**src/rtl/aemc_pkg.sv**
```systemverilog
// ----------------------------------------------------------------------------
// aemc_pkg
// shared types, register indexes, operation codes and reset values for the
// ambient eco mode controller
// ----------------------------------------------------------------------------
package aemc_pkg;

    // widths of the fields and registers
    localparam int TEMP_W   = 12;
    localparam int ENTRY_W  = 17;
    localparam int EXIT_W   = 16;
    localparam int WIN_W    = 8;
    localparam int QUOTA_W  = 4;
    localparam int OP_W     = 2;
    localparam int CFG_IDX_W  = 3;
    localparam int CFG_DATA_W = 17;

    // operation codes
    localparam logic [OP_W-1:0] OP_TICK      = 2'd0;
    localparam logic [OP_W-1:0] OP_DRAW      = 2'd1;
    localparam logic [OP_W-1:0] OP_RESET_REQ = 2'd2;

    // register indexes
    localparam logic [CFG_IDX_W-1:0] CFG_BAND_LOW    = 3'd0;
    localparam logic [CFG_IDX_W-1:0] CFG_BAND_HIGH   = 3'd1;
    localparam logic [CFG_IDX_W-1:0] CFG_ENTRY_DELAY = 3'd2;
    localparam logic [CFG_IDX_W-1:0] CFG_EXIT_DELAY  = 3'd3;
    localparam logic [CFG_IDX_W-1:0] CFG_DRAW_WINDOW = 3'd4;
    localparam logic [CFG_IDX_W-1:0] CFG_DRAW_QUOTA  = 3'd5;

    // register reset values (23.0 and 28.0 degrees in tenths)
    localparam logic signed [TEMP_W-1:0] RST_BAND_LOW    = 12'sd230;
    localparam logic signed [TEMP_W-1:0] RST_BAND_HIGH   = 12'sd280;
    localparam logic [ENTRY_W-1:0]       RST_ENTRY_DELAY = 17'd108000;
    localparam logic [EXIT_W-1:0]        RST_EXIT_DELAY  = 16'd43200;
    localparam logic [WIN_W-1:0]         RST_DRAW_WINDOW = 8'd120;
    localparam logic [QUOTA_W-1:0]       RST_DRAW_QUOTA  = 4'd4;

    // configuration register set
    typedef struct packed {
        logic signed [TEMP_W-1:0] band_low;
        logic signed [TEMP_W-1:0] band_high;
        logic [ENTRY_W-1:0]       entry_delay;
        logic [EXIT_W-1:0]        exit_delay;
        logic [WIN_W-1:0]         draw_window;
        logic [QUOTA_W-1:0]       draw_quota;
    } t_cfg;

    // one input item
    typedef struct packed {
        logic [OP_W-1:0]          operation;
        logic signed [TEMP_W-1:0] ambient_temp;
    } t_item;

    // one result item
    typedef struct packed {
        logic               eco_active;
        logic               window_running;
        logic [QUOTA_W-1:0] draws_left;
    } t_result;

endpackage

```
**src/rtl/ambient_eco_mode_controller.sv**
```systemverilog
// ----------------------------------------------------------------------------
// ambient_eco_mode_controller
// power-saving mode controller driven by temperature ticks, draw events and
// entry timer reset requests, with a plain register write port
// ----------------------------------------------------------------------------
// result: queued as its item is accepted, presented after older results
// throughput: one item per cycle while the result queue has room
// a two-entry result queue lets input continue while one result waits
// reset: synchronous, active low; registers return to their defaults and
// all counters reload from them, the queue empties
module ambient_eco_mode_controller (
    input  logic                               i_clk,
    input  logic                               i_rst_n,
    // configuration port
    input  logic                               i_cfg_wr_en,
    input  logic [aemc_pkg::CFG_IDX_W-1:0]     i_cfg_addr,
    input  logic [aemc_pkg::CFG_DATA_W-1:0]    i_cfg_wdata,
    // input channel
    input  logic                               i_in_valid,
    output logic                               o_in_ready,
    input  logic [aemc_pkg::OP_W-1:0]          i_operation,
    input  logic signed [aemc_pkg::TEMP_W-1:0] i_ambient_temp,
    // output channel
    output logic                               o_out_valid,
    input  logic                               i_out_ready,
    output logic                               o_eco_active,
    output logic                               o_window_running,
    output logic [aemc_pkg::QUOTA_W-1:0]       o_draws_left
);

    aemc_pkg::t_cfg    r_cfg;
    aemc_pkg::t_item   item;
    aemc_pkg::t_result result;
    aemc_pkg::t_result out_data;
    logic              accept;

    // configuration registers
    always_ff @(posedge i_clk) begin
        if (!i_rst_n) begin
            r_cfg.band_low    <= aemc_pkg::RST_BAND_LOW;
            r_cfg.band_high   <= aemc_pkg::RST_BAND_HIGH;
            r_cfg.entry_delay <= aemc_pkg::RST_ENTRY_DELAY;
            r_cfg.exit_delay  <= aemc_pkg::RST_EXIT_DELAY;
            r_cfg.draw_window <= aemc_pkg::RST_DRAW_WINDOW;
            r_cfg.draw_quota  <= aemc_pkg::RST_DRAW_QUOTA;
        end else if (i_cfg_wr_en) begin
            case (i_cfg_addr)
                aemc_pkg::CFG_BAND_LOW:    r_cfg.band_low    <= i_cfg_wdata[11:0];
                aemc_pkg::CFG_BAND_HIGH:   r_cfg.band_high   <= i_cfg_wdata[11:0];
                aemc_pkg::CFG_ENTRY_DELAY: r_cfg.entry_delay <= i_cfg_wdata[16:0];
                aemc_pkg::CFG_EXIT_DELAY:  r_cfg.exit_delay  <= i_cfg_wdata[15:0];
                aemc_pkg::CFG_DRAW_WINDOW: r_cfg.draw_window <= i_cfg_wdata[7:0];
                aemc_pkg::CFG_DRAW_QUOTA:  r_cfg.draw_quota  <= i_cfg_wdata[3:0];
                default: begin
                    // unmapped index, no effect
                end
            endcase
        end
    end

    // input transaction
    assign accept            = i_in_valid & o_in_ready;
    assign item.operation    = i_operation;
    assign item.ambient_temp = i_ambient_temp;

    // state update
    aemc_core u_core (
        .i_clk    (i_clk),
        .i_rst_n  (i_rst_n),
        .i_accept (accept),
        .i_item   (item),
        .i_cfg    (r_cfg),
        .o_result (result)
    );

    // result queue
    aemc_out_buf u_out_buf (
        .i_clk       (i_clk),
        .i_rst_n     (i_rst_n),
        .i_push      (accept),
        .i_data      (result),
        .o_ready     (o_in_ready),
        .o_valid     (o_out_valid),
        .i_pop_ready (i_out_ready),
        .o_data      (out_data)
    );

    assign o_eco_active     = out_data.eco_active;
    assign o_window_running = out_data.window_running;
    assign o_draws_left     = out_data.draws_left;

endmodule

```
**src/rtl/aemc_core.sv**
```systemverilog
// ----------------------------------------------------------------------------
// aemc_core
// mode state, entry/exit/window counters and the per-item update logic
// ----------------------------------------------------------------------------
module aemc_core (
    input  logic            i_clk,
    input  logic            i_rst_n,
    input  logic            i_accept,
    input  aemc_pkg::t_item i_item,
    input  aemc_pkg::t_cfg  i_cfg,
    output aemc_pkg::t_result o_result
);

    logic                            r_mode_on;
    logic [aemc_pkg::ENTRY_W-1:0]    r_entry_timer;
    logic                            r_exit_armed;
    logic [aemc_pkg::EXIT_W-1:0]     r_exit_timer;
    logic                            r_window_open;
    logic [aemc_pkg::WIN_W-1:0]      r_window_timer;
    logic [aemc_pkg::QUOTA_W-1:0]    r_draw_counter;

    logic                            n_mode_on;
    logic [aemc_pkg::ENTRY_W-1:0]    n_entry_timer;
    logic                            n_exit_armed;
    logic [aemc_pkg::EXIT_W-1:0]     n_exit_timer;
    logic                            n_window_open;
    logic [aemc_pkg::WIN_W-1:0]      n_window_timer;
    logic [aemc_pkg::QUOTA_W-1:0]    n_draw_counter;

    logic in_band;

    // inclusive band test, an inverted band matches nothing
    assign in_band = (i_item.ambient_temp >= i_cfg.band_low) &&
                     (i_item.ambient_temp <= i_cfg.band_high);

    // next state for one item, steps applied in order
    always_comb begin
        n_mode_on      = r_mode_on;
        n_entry_timer  = r_entry_timer;
        n_exit_armed   = r_exit_armed;
        n_exit_timer   = r_exit_timer;
        n_window_open  = r_window_open;
        n_window_timer = r_window_timer;
        n_draw_counter = r_draw_counter;
        case (i_item.operation)
            aemc_pkg::OP_TICK: begin
                if (!r_mode_on) begin
                    // idle: count towards entry while in band, else reload the entry timer
                    if (in_band) begin
                        if (r_entry_timer <= 17'd1) begin
                            n_entry_timer  = '0;
                            n_mode_on      = 1'b1;
                            n_window_open  = 1'b0;
                            n_exit_armed   = 1'b0;
                            n_window_timer = i_cfg.draw_window;
                            n_draw_counter = i_cfg.draw_quota;
                            n_exit_timer   = i_cfg.exit_delay;
                        end else begin
                            n_entry_timer = r_entry_timer - 17'd1;
                        end
                    end else begin
                        n_entry_timer = i_cfg.entry_delay;
                    end
                end else begin
                    // active: temperature leaves band
                    if (!in_band) begin
                        n_mode_on     = 1'b0;
                        n_window_open = 1'b0;
                        n_exit_armed  = 1'b0;
                        n_entry_timer = i_cfg.entry_delay;
                    end
                    // exit countdown after first draw
                    if (n_exit_armed) begin
                        if (r_exit_timer <= 16'd1) begin
                            n_exit_timer  = '0;
                            n_mode_on     = 1'b0;
                            n_window_open = 1'b0;
                            n_exit_armed  = 1'b0;
                            n_entry_timer = i_cfg.entry_delay;
                        end else begin
                            n_exit_timer = r_exit_timer - 16'd1;
                        end
                    end
                    // draw window expiry
                    if (n_window_open) begin
                        if (r_window_timer != '0) begin
                            n_window_timer = r_window_timer - 8'd1;
                        end else if (r_draw_counter != '0) begin
                            n_mode_on     = 1'b0;
                            n_window_open = 1'b0;
                            n_exit_armed  = 1'b0;
                            n_entry_timer = i_cfg.entry_delay;
                        end else begin
                            n_window_open  = 1'b0;
                            n_window_timer = i_cfg.draw_window;
                            n_draw_counter = i_cfg.draw_quota;
                        end
                    end
                end
            end
            aemc_pkg::OP_DRAW: begin
                if (r_mode_on) begin
                    n_exit_armed  = 1'b1;
                    n_window_open = 1'b1;
                    if (r_window_timer == '0) begin
                        n_window_timer = i_cfg.draw_window;
                    end
                    if (r_draw_counter != '0) begin
                        n_draw_counter = r_draw_counter - 4'd1;
                    end
                end
            end
            aemc_pkg::OP_RESET_REQ: begin
                if (!r_mode_on) begin
                    n_entry_timer = i_cfg.entry_delay;
                end
            end
            default: begin
                // unused code leaves everything as it is
            end
        endcase
    end

    // state registers
    always_ff @(posedge i_clk) begin
        if (!i_rst_n) begin
            r_mode_on      <= 1'b0;
            r_entry_timer  <= aemc_pkg::RST_ENTRY_DELAY;
            r_exit_armed   <= 1'b0;
            r_exit_timer   <= aemc_pkg::RST_EXIT_DELAY;
            r_window_open  <= 1'b0;
            r_window_timer <= aemc_pkg::RST_DRAW_WINDOW;
            r_draw_counter <= aemc_pkg::RST_DRAW_QUOTA;
        end else if (i_accept) begin
            r_mode_on      <= n_mode_on;
            r_entry_timer  <= n_entry_timer;
            r_exit_armed   <= n_exit_armed;
            r_exit_timer   <= n_exit_timer;
            r_window_open  <= n_window_open;
            r_window_timer <= n_window_timer;
            r_draw_counter <= n_draw_counter;
        end
    end

    // result reflects the state after the item
    assign o_result.eco_active     = n_mode_on;
    assign o_result.window_running = n_mode_on & n_window_open;
    assign o_result.draws_left     = n_mode_on ? n_draw_counter : '0;

`ifndef SYNTHESIS
    // idle mode never holds an open window or an armed exit
    a_idle_flags_clear: assert property (@(posedge i_clk) disable iff (!i_rst_n)
        !r_mode_on |-> (!r_window_open && !r_exit_armed))
        else $error("idle mode with window or exit flag set");

    // a draw while active opens the window and arms the exit
    a_draw_arms: assert property (@(posedge i_clk) disable iff (!i_rst_n)
        (i_accept && r_mode_on && i_item.operation == aemc_pkg::OP_DRAW)
        |=> (r_mode_on && r_exit_armed && r_window_open))
        else $error("draw while active did not arm exit and window");

    // an idle result reports no window and no draws
    a_idle_result: assert property (@(posedge i_clk) disable iff (!i_rst_n)
        (i_accept && !o_result.eco_active)
        |-> (!o_result.window_running && o_result.draws_left == '0))
        else $error("idle result carries window or draw count");
`endif

endmodule

```
**src/rtl/aemc_out_buf.sv**
```systemverilog
// ----------------------------------------------------------------------------
// aemc_out_buf
// two-entry result queue between the update logic and the output channel
// ----------------------------------------------------------------------------
module aemc_out_buf (
    input  logic              i_clk,
    input  logic              i_rst_n,
    input  logic              i_push,
    input  aemc_pkg::t_result i_data,
    output logic              o_ready,
    output logic              o_valid,
    input  logic              i_pop_ready,
    output aemc_pkg::t_result o_data
);

    aemc_pkg::t_result r_mem [2];
    logic              r_wr_ptr;
    logic              r_rd_ptr;
    logic [1:0]        r_count;
    logic              pop;

    assign o_ready = (r_count != 2'd2);
    assign o_valid = (r_count != 2'd0);
    assign pop     = o_valid & i_pop_ready;
    assign o_data  = r_mem[r_rd_ptr];

    // entry storage
    always_ff @(posedge i_clk) begin
        if (i_push) begin
            r_mem[r_wr_ptr] <= i_data;
        end
    end

    // pointers and fill level
    always_ff @(posedge i_clk) begin
        if (!i_rst_n) begin
            r_wr_ptr <= 1'b0;
            r_rd_ptr <= 1'b0;
            r_count  <= 2'd0;
        end else begin
            if (i_push) begin
                r_wr_ptr <= ~r_wr_ptr;
            end
            if (pop) begin
                r_rd_ptr <= ~r_rd_ptr;
            end
            if (i_push && !pop) begin
                r_count <= r_count + 2'd1;
            end else if (pop && !i_push) begin
                r_count <= r_count - 2'd1;
            end
        end
    end

`ifndef SYNTHESIS
    // fill level never passes the depth
    a_count_bound: assert property (@(posedge i_clk) disable iff (!i_rst_n)
        r_count <= 2'd2)
        else $error("result queue overfilled");

    // a lone push raises the fill level by one
    a_push_count: assert property (@(posedge i_clk) disable iff (!i_rst_n)
        (i_push && !pop) |=> (r_count == $past(r_count) + 2'd1))
        else $error("push did not raise fill level");

    // pointers agree with the fill level
    a_ptr_match: assert property (@(posedge i_clk) disable iff (!i_rst_n)
        (r_count == 2'd0 || r_count == 2'd2) |-> (r_wr_ptr == r_rd_ptr))
        else $error("queue pointers out of step with fill level");
`endif

endmodule
```
**config.mk**
```make
export PLATFORM = sky130hd
export DESIGN_NAME = ambient_eco_mode_controller
export DESIGN_NICKNAME = d
export VERILOG_FILES = /design/src/rtl/aemc_pkg.sv /design/src/rtl/ambient_eco_mode_controller.sv /design/src/rtl/aemc_core.sv /design/src/rtl/aemc_out_buf.sv
export SDC_FILE = /design/constraint.sdc
export NUM_CORES = 1
export LEC_CHECK = 0
export ABC_AREA = 1
export BUFFER_PORTS_ARGS = -buffer_cell sky130_fd_sc_hd__buf_2
export CORE_MARGIN = 2
export CORE_UTILIZATION = 39
export CTS_BUF_LIST = sky130_fd_sc_hd__clkbuf_4
export CTS_CLUSTER_DIAMETER = 100
export DETAILED_ROUTE_END_ITERATION = 6
export SYNTH_ARGS = -nofsm -noshare
export SYNTH_HDL_FRONTEND = slang
export SYNTH_SLANG_ARGS = --single-unit
```
**constraint.sdc**
```tcl
create_clock -name i_clk -period 3.1 [get_ports i_clk]
set_clock_uncertainty 0.15 [all_clocks]
set_input_delay 0.465 -clock i_clk [delete_from_list [all_inputs] [get_ports i_clk]]
set_output_delay 0.465 -clock i_clk [all_outputs]
set_load 0.1 [all_outputs]
```
==> summary.txt <==
Power
  • Part of the power in registers: 0.436
  • Pwr/cell area: 526.8 nW/um2
  • Logic pwr share: 0.312
  • Clock network fraction of total power: 0.252
  • Cell Int Power: 2.759 mW
  • Switching Share: 0.3966
  • Net switching power: 1.813 mW
  • Worst VDD drop: 239.0 uV
  • Leakage Power: 3.815 nW

Routing
  • Detail-routed net length per standard cell: 14.71 um
  • Routed WL: 21,350 um
  • Antenna-violating nets left: 0
  • Drt pass-1 iters: 5
  • DR iter-0 viols: 590
  • Via count: 7,355
  • DRC: 0
  • Via density per instance: 5.065

Clocking
  • Longest Clk Path Bufs: 2
  • H-tree levels: 4
  • CTS tree: yes
  • Clock buffer count from CTS: 17
  • Clk sinks: 134
  • Setup bufs post-CTS: 0
  • Worst-Skew Late Latency: 0.54 ns
  • Root buffer cell: clkbuf_4
  • Worst-path clk slew: 0.12 ns

Global route
  • Largest net degree at the start of global routing: 93
  • Initial antenna violation count: 1
  • Overflow after GRT: 0
  • All-Layer GR Usage: 0.2055
  • Number of global-route vias before repair: 6,807
  • First-pass GRT wire length: 35,520 um

STA
  • RSZ-0062 raised after global routing: no
  • Final setup viols: 0
  • Final Hold Vio Count: 0
  • Max Slew Vio Count: 0
  • Fin crit period: 2.797 ns
  • Fin Hold WS: 0.04934 ns
  • TNS Setup: 0 ns
  • Period Utilization, post-route: 0.9024
  • Slew headroom: 0.5528
  • Slew @ Worst Pin: 0.6701 ns
  • FMAX: 0.3575 GHz

Worst setup path
  • Worst-path fanout max: 8
  • Arr. time, crit path: 3.00 ns
  • Setup crit end kind: flip-flop
  • Critical path buffer and inverter count: 2
  • Crit path launch type: flip-flop
  • Critical path depth in cells: 15
  • Worst-path cell chain: inv_1 -> ha_1 -> nand2_1 -> nor2_1 -> and2_1 -> nand2_1 -> nand3_1 -> nand2_1 -> nand3_2 -> nand2_4 -> a21oi_4 -> o21ai_2 -> a21oi_4 -> inv_1 -> a21oi_1
  • Reg2reg path depth: 15
  • Crit Path Class: reg2reg
  • Max incr delay on CP: 0.33 ns
  • Data required time of the critical path: 3.30 ns
  • Highest-delay cell along the critical path: dfxtp_1
  • Kind of cell adding the most delay to the critical path: compound AO/OA/AOI/OAI gates
  • Cell mode on critical path: nand2_1

Floorplan
  • Num ports: 47
  • Initial Util: 0.4008
  • Die Wd: 145.9 um
  • Die height: 145.9 um
  • Core area: 19,590 um2
  • Rows: 51
  • Die Area: 21,290 um2

Synthesis
  • Post-synth EDFFs: 12
  • Synth Cell Area: 7853 um2
  • Most frequent cell after synthesis: nand2_1
  • Synthesis Warnings: 0
  • Synthesis-stage register bit count: 134
  • Netlist cell types: 49
  • Synth area leaders: dfxtp_1 (31%), nand2_1 (13%), a21oi_1 (7.1%), inv_1 (6.3%), o21ai_0 (6.2%)
  • Top cell type's share of synthesized area: 0.3110
  • Synth Net Count: 1,202
  • Post-synth top cells: nand2_1 (269), inv_1 (132), dfxtp_1 (122)
  • Main synth FF type: dfxtp_1
  • Register area share after synthesis: 0.3569
  • Async S/R FF share, synth: 0
  • Syn_area_per_cell: 6.937 um2
  • Post-synthesis instance total: 1,132
  • Synth area leader: dfxtp_1

Place
  • Placed Instances: 1,417
  • Detailed Place HPWL: 14,870 um
  • Final Wtd Congestion: 0.8868
  • Placed Area: 8368 um2
  • I/O Buffers: 46

Finish
  • Layout cells sized above 1: 0.1172
  • P&R area growth vs syn: 10.53%
  • Fin area: 8680 um2
  • Final core occ: 0.4431
  • Nets: 1,243
  • Cell Count, Final, Fillers Out: 1,452

Min path
  • Hold/Removal Path Class: in2reg
  • WHS Path Cells: 3

Flow run
  • Max_cap viols: 0

Outcome
  • Status: complete, no violations
kinds of logic (layout without fill, tap and decap cells):
logic type	count (synthesis)	count (layout)	share of synthesized area
other cells	0	1	0
mux	6	6	0.008604
buf+inv	182	236	0.09194
xor+xnor	32	32	0.03569
compound gates	282	282	0.2067
fa+ha+maj	31	31	0.04939
flops	134	134	0.3569
simple gates	465	465	0.2508
worst paths after layout:
check | slack [ns] | to | start
setup / recovery | 0.30 | u_out_buf.r_mem[0][4] | r_cfg[56]
hold / removal | 0.05 | r_cfg[25] | i_cfg_wdata[13]
setup reg to reg | 0.30 | u_out_buf.r_mem[0][4] | r_cfg[56]
hold reg to reg | 0.31 | r_cfg[14] | r_cfg[14]
through the flow:
stage | setup WS [ns] | power [mW]
after detailed placement | 0.02842 | 3.445
after CTS | 0.2093 | 4.597
after global placement | 0.1042 | 3.434
after floorplan | 0.3883 | 3.125
after global routing | 0.01166 | 4.850
final | 0.3026 | 4.573
cell usage in the layout (no fill, tap or decap), drive strengths merged:
cell	Yosys	layout
bufinv	0	2
o31ai	3	3
a31oi	3	3
buf	13	66
and2	1	1
xnor2	10	10
mux2	6	6
or2	2	2
nand4	11	11
edfxtp	12	12
clkinvlp	0	2
nor4	2	2
ha	31	31
diode	0	1
nand3	52	52
a41oi	1	1
o21ai	102	102
o211ai	30	30
nor2	109	109
a21oi	122	122
xor2	22	22
a211oi	4	4
a221oi	1	1
o22ai	10	10
a21o	2	2
or3	1	1
dlygate4sd3	0	2
inv	135	136
a22oi	4	4
clkbuf	33	18
nor3	14	14
clkinv	1	10
dfxtp	122	122
nand2	273	273
tightest hold or removal path, cell delays in order:
cell and delay (ns):
buf_2 0.11, nand2_1 0.06, nand3_1 0.07
power by group through the flow:
stage	logic [mW]	registers, mW	clock network (mW)
after floorplan	1.13	1.99	0
after global placement	1.40	2.03	0
after detailed placement	1.41	2.03	0
after CTS	1.42	2.00	1.18
after global routing	1.58	2.02	1.26
final	1.43	2.00	1.15
per-layer routing:
metal  track usage  wire length (um)  share of wire  vias to the layer above
li1              -                 -              -                     3816
met2        0.3203              9571           0.45                      171
met4       0.05441               221          0.010                        0
met3       0.03197              1025          0.048                       19
met5             0                 0              0                        -
met1        0.2955             10540           0.49                     3349
state kept, by name, summed over array words and instances (netlist names), named ones only:
| signal | flops |
|---|---|
| u_out_buf.r_mem | 12 |
| u_core.r_mode_on | 1 |
| u_core.r_window_timer | 8 |
| u_core.r_entry_timer | 17 |
| r_cfg | 69 |
| u_out_buf.r_wr_ptr | 1 |
| u_core.r_window_open | 1 |
| u_core.r_exit_armed | 1 |
| u_core.r_draw_counter | 4 |
| u_core.r_exit_timer | 16 |
| u_out_buf.r_count | 2 |
| u_out_buf.r_rd_ptr | 1 |
repair_timing:
| action | CTS | global route |
|---|---|---|
| gates resized for setup | 0 | 3 |
| hold endpoints to repair | 1 | 1 |
| setup endpoints to repair | 0 | 13 |
| hold buffers | 1 | 1 |
final cells by class:
type                       instances  area [um2]
timing repair buffer              68       412.9
inverter                         136       513.0
multi-input combinational        816        4348
sequential                       134        2803
clock inverter                    14       133.9
tap                              265       331.6
fill                            2039       10910
clock buffer                      18       135.1
antenna                            1       2.502
(Power assumes the default switching activity.)
